### config.mk
export PLATFORM = sky130hd
export DESIGN_NAME = utf8_stream_decoder_flat
export DESIGN_NICKNAME = d
export VERILOG_FILES = /design/src/sv/utf8sd_pkg.sv /design/src/sv/utf8sd_ifs.sv /design/src/sv/utf8_stream_decoder.sv /design/src/sv/utf8sd_core.sv /design/src/sv/utf8sd_resq.sv /design/src/flat_wrapper.sv
export VERILOG_INCLUDE_DIRS = /design/src /design/src/sv
export SDC_FILE = /design/constraint.sdc
export NUM_CORES = 1
export LEC_CHECK = 0
export ABC_AREA = 1
export BUFFER_PORTS_ARGS = -buffer_cell sky130_fd_sc_hd__buf_2
export CORE_UTILIZATION = 45
export CTS_BUF_LIST = sky130_fd_sc_hd__clkbuf_16
export DETAILED_ROUTE_END_ITERATION = 8
export GPL_TIMING_DRIVEN = 1
export HOLD_SLACK_MARGIN = 0.1
export MAX_ROUTING_LAYER = met4
export PLACE_DENSITY = 0.62
export SLEW_MARGIN = 20
export SYNTH_ARGS = -nofsm -noshare
export SYNTH_HDL_FRONTEND = slang
export SYNTH_SLANG_ARGS = --single-unit
### constraint.sdc
create_clock -name clk -period 3.2 [get_ports clk]
set_input_delay 0.16 -clock clk [delete_from_list [all_inputs] [get_ports clk]]
set_output_delay 0.16 -clock clk [all_outputs]
set_load 0.01 [all_outputs]
### src/sv/utf8_stream_decoder_defines.svh
// Assertion macros shared by the decoder RTL.
// Included by files that carry concurrent checks; no other dependencies.
`ifndef UTF8_STREAM_DECODER_DEFINES_SVH
`define UTF8_STREAM_DECODER_DEFINES_SVH

`ifndef SYNTHESIS
`define UTF8SD_ASSERT_IMP(lbl, clk, rstn, ante, cons, msg) \
	lbl: assert property (@(posedge clk) disable iff (!rstn) (ante) |-> (cons)) \
		else $error(msg);
`define UTF8SD_ASSERT_NXT(lbl, clk, rstn, ante, cons, msg) \
	lbl: assert property (@(posedge clk) disable iff (!rstn) (ante) |=> (cons)) \
		else $error(msg);
`else
`define UTF8SD_ASSERT_IMP(lbl, clk, rstn, ante, cons, msg)
`define UTF8SD_ASSERT_NXT(lbl, clk, rstn, ante, cons, msg)
`endif

`endif

### src/sv/utf8sd_pkg.sv
// Types, status codes and decode helpers for the UTF-8 stream decoder.
// No dependencies; imported by every decoder module.
`default_nettype none

package utf8sd_pkg;

	localparam logic [2:0] ST_OK        = 3'd0;
	localparam logic [2:0] ST_BAD_LEAD  = 3'd1;
	localparam logic [2:0] ST_BROKEN    = 3'd2;
	localparam logic [2:0] ST_OVERLONG  = 3'd3;
	localparam logic [2:0] ST_STRICT    = 3'd4;
	localparam logic [2:0] ST_TRUNCATED = 3'd5;

	localparam logic [30:0] UNICODE_MAX = 31'h0010_FFFF;
	localparam logic [30:0] SURR_LO     = 31'h0000_D800;
	localparam logic [30:0] SURR_HI     = 31'h0000_DFFF;

	localparam int RESQ_AW = 2;

	typedef struct packed {
		logic [30:0] code_point;
		logic [2:0]  status;
		logic [2:0]  seq_bytes;
		logic        last_result;
	} res_t;

	typedef struct packed {
		logic [30:0] acc;
		logic [2:0]  rem;
		logic [2:0]  len;
	} dec_state_t;

	typedef struct packed {
		logic [1:0] n;
		res_t       r0;
		res_t       r1;
	} push_t;

	typedef struct packed {
		logic       hit;
		res_t       r;
		dec_state_t st;
	} idle_t;

	function automatic logic [30:0] min_for_len(input logic [2:0] len);
		logic [30:0] m;
		unique case (len)
			3'd2:    m = 31'h0000_0080;
			3'd3:    m = 31'h0000_0800;
			3'd4:    m = 31'h0001_0000;
			3'd5:    m = 31'h0020_0000;
			3'd6:    m = 31'h0400_0000;
			default: m = 31'd0;
		endcase
		return m;
	endfunction

	// byte seen with no sequence open
	function automatic idle_t idle_step(input logic [7:0] b, input logic eos);
		idle_t      o;
		logic [2:0] len;
		logic [7:0] mask;
		o    = '0;
		len  = 3'd0;
		mask = 8'd0;
		priority if (!b[7]) begin
			o.hit          = 1'b1;
			o.r.code_point = {23'd0, b};
			o.r.status     = ST_OK;
			o.r.seq_bytes  = 3'd1;
		end else if (!b[6] || b[7:1] == 7'h7F) begin
			o.hit         = 1'b1;
			o.r.status    = ST_BAD_LEAD;
			o.r.seq_bytes = 3'd1;
		end else begin
			priority if (!b[5]) begin
				len = 3'd2;
			end else if (!b[4]) begin
				len = 3'd3;
			end else if (!b[3]) begin
				len = 3'd4;
			end else if (!b[2]) begin
				len = 3'd5;
			end else begin
				len = 3'd6;
			end
			if (eos) begin
				o.hit         = 1'b1;
				o.r.status    = ST_TRUNCATED;
				o.r.seq_bytes = 3'd1;
			end else begin
				mask     = 8'h7F >> len;
				o.st.acc = {23'd0, b & mask};
				o.st.rem = len - 3'd1;
				o.st.len = len;
			end
		end
		return o;
	endfunction

endpackage

`default_nettype wire

### src/sv/utf8sd_ifs.sv
// Channel interfaces: byte stream in, results out, strict-mode config.
// Standalone; used by the decoder top level and its submodules.
`default_nettype none

interface utf8sd_byte_if;
	logic       valid;
	logic       ready;
	logic [7:0] data_byte;
	logic       end_of_stream;
	modport source (output valid, data_byte, end_of_stream, input ready);
	modport sink (input valid, data_byte, end_of_stream, output ready);
endinterface

interface utf8sd_res_if;
	logic        valid;
	logic        ready;
	logic [30:0] code_point;
	logic [2:0]  status;
	logic [2:0]  seq_bytes;
	logic        last_result;
	modport source (output valid, code_point, status, seq_bytes, last_result, input ready);
	modport sink (input valid, code_point, status, seq_bytes, last_result, output ready);
endinterface

interface utf8sd_cfg_if;
	logic valid;
	logic ready;
	logic strict_mode;
	modport source (output valid, strict_mode, input ready);
	modport sink (input valid, strict_mode, output ready);
endinterface

`default_nettype wire

### src/sv/utf8_stream_decoder.sv
// UTF-8 stream decoder (sequences up to six bytes), one byte per beat.
// A result is offered from the result queue once its byte has left the input register.
// Throughput: one byte per cycle while the four-entry result queue has room for two more
// results; results leave one per cycle when taken, and a fuller queue stalls the input.
// Reset: decoder idle, strict mode 1, queue empty; no clearing pass.
`default_nettype none

module utf8_stream_decoder (
	input  wire logic     clk,
	input  wire logic     arst_n,
	utf8sd_byte_if.sink   stream,
	utf8sd_cfg_if.sink    cfg,
	utf8sd_res_if.source  result
);
	import utf8sd_pkg::*;

	push_t push;
	logic  space;

	utf8sd_core u_core (
		.clk    (clk),
		.arst_n (arst_n),
		.stream (stream),
		.cfg    (cfg),
		.space  (space),
		.push   (push)
	);

	utf8sd_resq u_resq (
		.clk    (clk),
		.arst_n (arst_n),
		.push   (push),
		.space  (space),
		.result (result)
	);

endmodule

`default_nettype wire

### src/sv/utf8sd_core.sv
// Input register, decoder state and single-pass decode of one byte.
// Depends on utf8sd_pkg and utf8sd_ifs; pushes up to two results per beat.
`default_nettype none
`include "utf8_stream_decoder_defines.svh"

module utf8sd_core (
	input  wire logic                 clk,
	input  wire logic                 arst_n,
	utf8sd_byte_if.sink               stream,
	utf8sd_cfg_if.sink                cfg,
	input  wire logic                 space,
	output utf8sd_pkg::push_t         push
);
	import utf8sd_pkg::*;

	logic       v_s1;
	logic [7:0] byte_s1;
	logic       eos_s1;
	logic       strict_q;
	dec_state_t st_q;
	dec_state_t st_d;
	logic       fire;
	logic       cont;
	idle_t      idle_r;
	logic [30:0] acc_sh;
	logic [2:0]  rem_m1;
	logic [1:0]  n;
	res_t        r0;
	res_t        r1;

	assign fire         = v_s1 && space;
	assign stream.ready = !v_s1 || fire;
	assign cfg.ready    = 1'b1;

	always_ff @(posedge clk or negedge arst_n) begin
		if (!arst_n) begin
			v_s1     <= 1'b0;
			strict_q <= 1'b1;
			st_q     <= '0;
		end else begin
			if (stream.valid && stream.ready) begin
				v_s1 <= 1'b1;
			end else if (fire) begin
				v_s1 <= 1'b0;
			end
			if (cfg.valid) begin
				strict_q <= cfg.strict_mode;
			end
			if (fire) begin
				st_q <= st_d;
			end
		end
	end

	always_ff @(posedge clk) begin
		if (stream.valid && stream.ready) begin
			byte_s1 <= stream.data_byte;
			eos_s1  <= stream.end_of_stream;
		end
	end

	always_comb begin
		cont   = byte_s1[7:6] == 2'b10;
		idle_r = idle_step(byte_s1, eos_s1);
		acc_sh = {st_q.acc[24:0], byte_s1[5:0]};
		rem_m1 = st_q.rem - 3'd1;
		st_d   = st_q;
		n      = 2'd0;
		r0     = '0;
		r1     = '0;
		if (st_q.rem == 3'd0) begin
			st_d = idle_r.st;
			n    = idle_r.hit ? 2'd1 : 2'd0;
			r0   = idle_r.r;
		end else if (cont) begin
			if (rem_m1 == 3'd0) begin
				st_d         = '0;
				n            = 2'd1;
				r0.seq_bytes = st_q.len;
				priority if (acc_sh < min_for_len(st_q.len)) begin
					r0.status = ST_OVERLONG;
				end else if (strict_q && (acc_sh > UNICODE_MAX ||
						(acc_sh >= SURR_LO && acc_sh <= SURR_HI))) begin
					r0.status = ST_STRICT;
				end else begin
					r0.status     = ST_OK;
					r0.code_point = acc_sh;
				end
			end else if (eos_s1) begin
				st_d         = '0;
				n            = 2'd1;
				r0.status    = ST_TRUNCATED;
				r0.seq_bytes = st_q.len - rem_m1;
			end else begin
				st_d.acc = acc_sh;
				st_d.rem = rem_m1;
			end
		end else begin
			// broken sequence, then the byte starts over as a fresh one
			st_d         = idle_r.st;
			r0.status    = ST_BROKEN;
			r0.seq_bytes = st_q.len - st_q.rem;
			r1           = idle_r.r;
			n            = idle_r.hit ? 2'd2 : 2'd1;
		end
		r0.last_result = n == 2'd1;
		r1.last_result = 1'b1;
		push.n  = fire ? n : 2'd0;
		push.r0 = r0;
		push.r1 = r1;
	end

	`UTF8SD_ASSERT_IMP(a_open_len, clk, arst_n, st_q.rem != 3'd0,
		st_q.len > st_q.rem && st_q.len <= 3'd6, "open sequence length inconsistent")
	`UTF8SD_ASSERT_IMP(a_idle_clear, clk, arst_n, st_q.rem == 3'd0,
		st_q.acc == 31'd0 && st_q.len == 3'd0, "idle decoder holds stale state")
	`UTF8SD_ASSERT_NXT(a_hold_s1, clk, arst_n, v_s1 && !space,
		v_s1 && $stable(byte_s1) && $stable(st_q), "stalled byte or state changed")

endmodule

`default_nettype wire

### src/sv/utf8sd_resq.sv
// Result queue: takes up to two results per cycle, delivers one per beat.
// Depends on utf8sd_pkg and utf8sd_ifs; the head entry is the output register.
`default_nettype none
`include "utf8_stream_decoder_defines.svh"

module utf8sd_resq (
	input  wire logic                 clk,
	input  wire logic                 arst_n,
	input  wire utf8sd_pkg::push_t    push,
	output logic                      space,
	utf8sd_res_if.source              result
);
	import utf8sd_pkg::*;

	localparam int Depth = 1 << RESQ_AW;

	res_t               mem [Depth];
	logic [RESQ_AW-1:0] wr_q;
	logic [RESQ_AW-1:0] rd_q;
	logic [RESQ_AW:0]   cnt_q;
	logic               pop;
	res_t               head;

	assign pop   = result.valid && result.ready;
	assign space = cnt_q <= (RESQ_AW + 1)'(Depth - 2);
	assign head  = mem[rd_q];

	assign result.valid       = cnt_q != '0;
	assign result.code_point  = head.code_point;
	assign result.status      = head.status;
	assign result.seq_bytes   = head.seq_bytes;
	assign result.last_result = head.last_result;

	always_ff @(posedge clk) begin
		if (push.n != 2'd0) begin
			mem[wr_q] <= push.r0;
		end
		if (push.n == 2'd2) begin
			mem[wr_q + RESQ_AW'(1)] <= push.r1;
		end
	end

	always_ff @(posedge clk or negedge arst_n) begin
		if (!arst_n) begin
			wr_q  <= '0;
			rd_q  <= '0;
			cnt_q <= '0;
		end else begin
			wr_q  <= wr_q + RESQ_AW'(push.n);
			rd_q  <= rd_q + RESQ_AW'(pop);
			cnt_q <= cnt_q + (RESQ_AW + 1)'(push.n) - (RESQ_AW + 1)'(pop);
		end
	end

	`UTF8SD_ASSERT_IMP(a_push_room, clk, arst_n, push.n != 2'd0,
		push.n != 2'd3 && space, "push without room")
	`UTF8SD_ASSERT_IMP(a_cnt_range, clk, arst_n, 1'b1,
		cnt_q <= (RESQ_AW + 1)'(Depth), "queue count out of range")
	`UTF8SD_ASSERT_NXT(a_head_hold, clk, arst_n, result.valid && !result.ready,
		result.valid && $stable(head), "stalled result beat changed")

endmodule

`default_nettype wire

### src/flat_wrapper.sv
// flat-port wrapper written by rule: the top's interface ports become plain ports
module utf8_stream_decoder_flat import utf8sd_pkg::*;
  (clk, arst_n, stream_valid, stream_data_byte, stream_end_of_stream, stream_ready, cfg_valid, cfg_strict_mode, cfg_ready, result_valid, result_code_point, result_status, result_seq_bytes, result_last_result, result_ready);
  utf8sd_byte_if stream_i ();
  utf8sd_cfg_if cfg_i ();
  utf8sd_res_if result_i ();
  input  wire logic clk;
  input  wire logic arst_n;
  input wire logic [$bits(stream_i.valid)-1:0] stream_valid;
  input wire logic [$bits(stream_i.data_byte)-1:0] stream_data_byte;
  input wire logic [$bits(stream_i.end_of_stream)-1:0] stream_end_of_stream;
  output wire logic [$bits(stream_i.ready)-1:0] stream_ready;
  input wire logic [$bits(cfg_i.valid)-1:0] cfg_valid;
  input wire logic [$bits(cfg_i.strict_mode)-1:0] cfg_strict_mode;
  output wire logic [$bits(cfg_i.ready)-1:0] cfg_ready;
  output wire logic [$bits(result_i.valid)-1:0] result_valid;
  output wire logic [$bits(result_i.code_point)-1:0] result_code_point;
  output wire logic [$bits(result_i.status)-1:0] result_status;
  output wire logic [$bits(result_i.seq_bytes)-1:0] result_seq_bytes;
  output wire logic [$bits(result_i.last_result)-1:0] result_last_result;
  input wire logic [$bits(result_i.ready)-1:0] result_ready;
  assign stream_i.valid = stream_valid;
  assign stream_i.data_byte = stream_data_byte;
  assign stream_i.end_of_stream = stream_end_of_stream;
  assign stream_ready = stream_i.ready;
  assign cfg_i.valid = cfg_valid;
  assign cfg_i.strict_mode = cfg_strict_mode;
  assign cfg_ready = cfg_i.ready;
  assign result_valid = result_i.valid;
  assign result_code_point = result_i.code_point;
  assign result_status = result_i.status;
  assign result_seq_bytes = result_i.seq_bytes;
  assign result_last_result = result_i.last_result;
  assign result_i.ready = result_ready;
  utf8_stream_decoder u_core (.clk(clk), .arst_n(arst_n), .stream(stream_i), .cfg(cfg_i), .result(result_i));
endmodule
==> impl_metrics.tcl <==
set metrics [dict create \
    hp-start "result_ready" \
    power_density_nw_per_um2 993.1 \
    cp_cell_sequence "inv_1 -> ha_1 -> xnor2_2 -> nand2_2 -> inv_2 -> nor2_4 -> nor2_4 -> nand3_2 -> ha_1 -> inv_1 -> ha_1 -> inv_1 -> fa_1 -> xnor2_1 -> xor2_1" \
    avgSynthCellArea_um2 7.817 \
    vdd_drop_max_uv 854.7 \
    synth_top_area_share 0.2155 \
    post-route-period-util 0.9154 \
    synth_warnings 0 \
    status "finished, final reports clean" \
    worstReg2RegStart "u_core.u_core.st_q[3]" \
    final_nets 1394 \
    critPathKind "reg -> reg" \
    period_minus_slack_ps 2929 \
    clock_latency_ps 530 \
    fmax_mhz 341.4 \
    syn_inst 1331 \
    rows 55 \
    setup_slack_ps 270.6 \
    synth.ff_latch_count 201 \
    hold_class "in -> reg" \
    synth_edf_count 49 \
    clockRootBuffer "clkbuf_16" \
    ios 56 \
    die_y_um 154.1 \
    cts_made_buffers 23 \
    r2r_cells 15 \
    ys_seq_area_frac 0.4532 \
    synth_cell_types 50 \
    worstPathRequired_ps 3660 \
    worst_pin_slew_ps 956.6 \
    drv_slew 0 \
    whs_path_depth 3 \
    viasPerCell 5.598 \
    dp_hpwl_um 18870 \
    grt_max_degree 97 \
    overflow 0 \
    fin_worst_skew_ps 28.23 \
    grt_pass1_vias 8815 \
    io_buffers 54 \
    syn_nets 1366 \
    grt_util_all_layers 0.2705 \
    post-place-ws_ps 281.1 \
    drive_gt1_frac 0.1395 \
    tns_ps 0 \
    cts_buffer_depth 3 \
    p_leak_nw 5.290 \
    syn_area_um2 10400 \
    gp_congestion 0.9169 \
    ys_async_sr_fraction 0.1990 \
    min_to "u_core.u_resq.rd_q[0]" \
    die_w_um 154.1 \
    synthFlopType "dfxtp_1" \
    routed_wl_um 30720 \
    die-area_um2 23730 \
    synth.area.top_cells "dfxtp_1, edfxtp_1, nand2_1, nand3_1, dfrtp_1" \
    drtIter0Drc 849 \
    diodes 0 \
    start_kind "register" \
    slew_headroom 0.3623 \
    r2r_setup_slack_ps 270 \
    worstPathArrival_ps 3390 \
    hold_ws_ps 275.4 \
    drc 0 \
    path_delay_family "adder cells" \
    rsz0062_at_grt "false" \
    post_cts_resized 0 \
    synth_common_cells "nand2_1, nand3_1, nor2_1" \
    cts.sinks 201 \
    wl_per_cell_um 18.49 \
    cts_tree "yes" \
    syn_to_final_growth_pct 11.30 \
    finalSetupViolCount 0 \
    crit_path_end_kind "register" \
    fp.coreArea_um2 22640 \
    htreeDepth 1 \
    synthMostInstantiatedCell "nand2_1" \
    r2r_end "u_core.u_resq.cnt_q[2]" \
    synth_top_area_cell "dfxtp_1" \
    drv_cap 0 \
    cp_slowest_cell "dfrtp_1" \
    crit_path_max_fanout 8 \
    antenna_found_initial 0 \
    grt_pass1_wl_um 48790 \
    start_util 0.4596 \
    cp_slowest_stage_delay_ps 400 \
    dr.pass1.iters 5 \
    placed_area_um2 10740 \
    ant_nets 0 \
    final_cell_area_um2 11580 \
    path_clk_slew_ps 60 \
    hold_violations 0 \
    vias 9298 \
    critPathBufInv 4 \
]
[worst reg2reg max path, delay by kind of cell (launching register included)]
kind                     cells  cell delay (ps)
AND/OR/NAND/NOR              4              520
XOR/XNOR                     3              550
buffers and inverters        4              360
flip-flops                   1              400
adder cells (fa/ha/maj)      4             1050
[where the power goes]
group	leakage, nW	total [mW]	switching, mW	internal [mW]
Clock	0.364	2.48	1.08	1.41
Combinational	3.03	5.57	4.05	1.51
Sequential	1.89	3.45	0.314	3.14
[cells in the final DEF, fill, tap and decap left out, types with 2 or more instances in the layout]
cell,instances
a21oi_1,10
buf_2,54
buf_4,20
clkbuf_16,25
clkinv_1,12
clkinv_2,4
dfrtp_1,38
dfxtp_1,112
dlygate4sd3_1,13
edfxtp_1,49
fa_1,3
ha_1,17
inv_1,70
inv_2,7
inv_4,2
nand2_1,306
nand2_2,13
nand2_4,6
nand3_1,219
nand3_2,42
nand4_1,7
nor2_1,141
nor2_4,4
nor3_1,11
o211ai_1,2
o21ai_0,112
o22ai_1,42
or2_2,2
xnor2_1,3
xor2_1,6
[flip-flops by register name (all words and copies together), names as in the netlist, 2 cells and up]
name                   cells
u_core.u_resq.cnt_q        3
u_core.u_core.acc_sh      25
u_core.u_resq.mem        152
u_core.u_core.byte_s1      8
u_core.u_resq.rd_q         2
u_core.u_core.st_q         6
u_core.u_resq.wr_q         2
[stage by stage]
| stage | std cells | total power [mW] | utilization |
|---|---|---|---|
| finish | 1661 | 11.50 | 0.5115 |
| global route | 1661 | 12.15 | 0.5115 |
| CTS | 1661 | 11.47 | 0.5115 |
| detailed placement | 1606 | 8.981 | 0.4746 |
| global placement | 1606 | 8.948 | 0.4746 |
| floorplan | 1331 | 7.278 | - |
[layer usage]
| metal | track usage | vias to the layer above | part of all wire |
|---|---|---|---|
| met5 | - | - | 0 |
| met4 | 0.08524 | 0 | 0.025 |
| met3 | 0.03523 | 60 | 0.072 |
| met2 | 0.4134 | 329 | 0.46 |
| met1 | 0.3717 | 4384 | 0.45 |
| li1 | - | 4525 | - |
[final cells by class]
class	count	area [um2]
Fill cell	2195	11060
Multi-Input combinational cell	965	4927
Sequential cell	201	4717
Clock buffer	25	625.6
Timing Repair Buffer	88	570.5
Tap cell	285	356.6
Inverter	80	302.8
Clock inverter	17	81.33
[worst max path at each step]
stage                        startpoint                      to  slack [ps]  cells after the start
3_5_place_dp   u_core.u_core.byte_s1[7]  u_core.u_resq.cnt_q[2]         280                     11
3_3_place_gp      u_core.u_core.st_q[3]  u_core.u_resq.cnt_q[2]         430                     15
6_report          u_core.u_core.st_q[3]  u_core.u_resq.cnt_q[2]         270                     15
5_1_grt           u_core.u_core.st_q[3]  u_core.u_resq.cnt_q[2]           6                     15
2_1_floorplan     u_core.u_core.st_q[3]  u_core.u_resq.cnt_q[2]         540                     15
4_1_cts        u_core.u_core.byte_s1[7]  u_core.u_resq.cnt_q[2]         280                     11
[cells by family after synthesis]
kind of cell	synth area share
xor gates and xnor gates	0.009140
other	0.0003604
and+or+nand+nor	0.3428
muxes	0.001082
AOI/OAI and AO/OA	0.09320
DFF	0.4532
adders and majority gates	0.02621
buffers and inverters	0.07395
[repair_timing]
item / in CTS / in global routing
hold endpoints to repair: 50 / 0
setup buffers: 0 / 0
hold buffers: 13 / 0
Power figures use the tool's default switching activity.
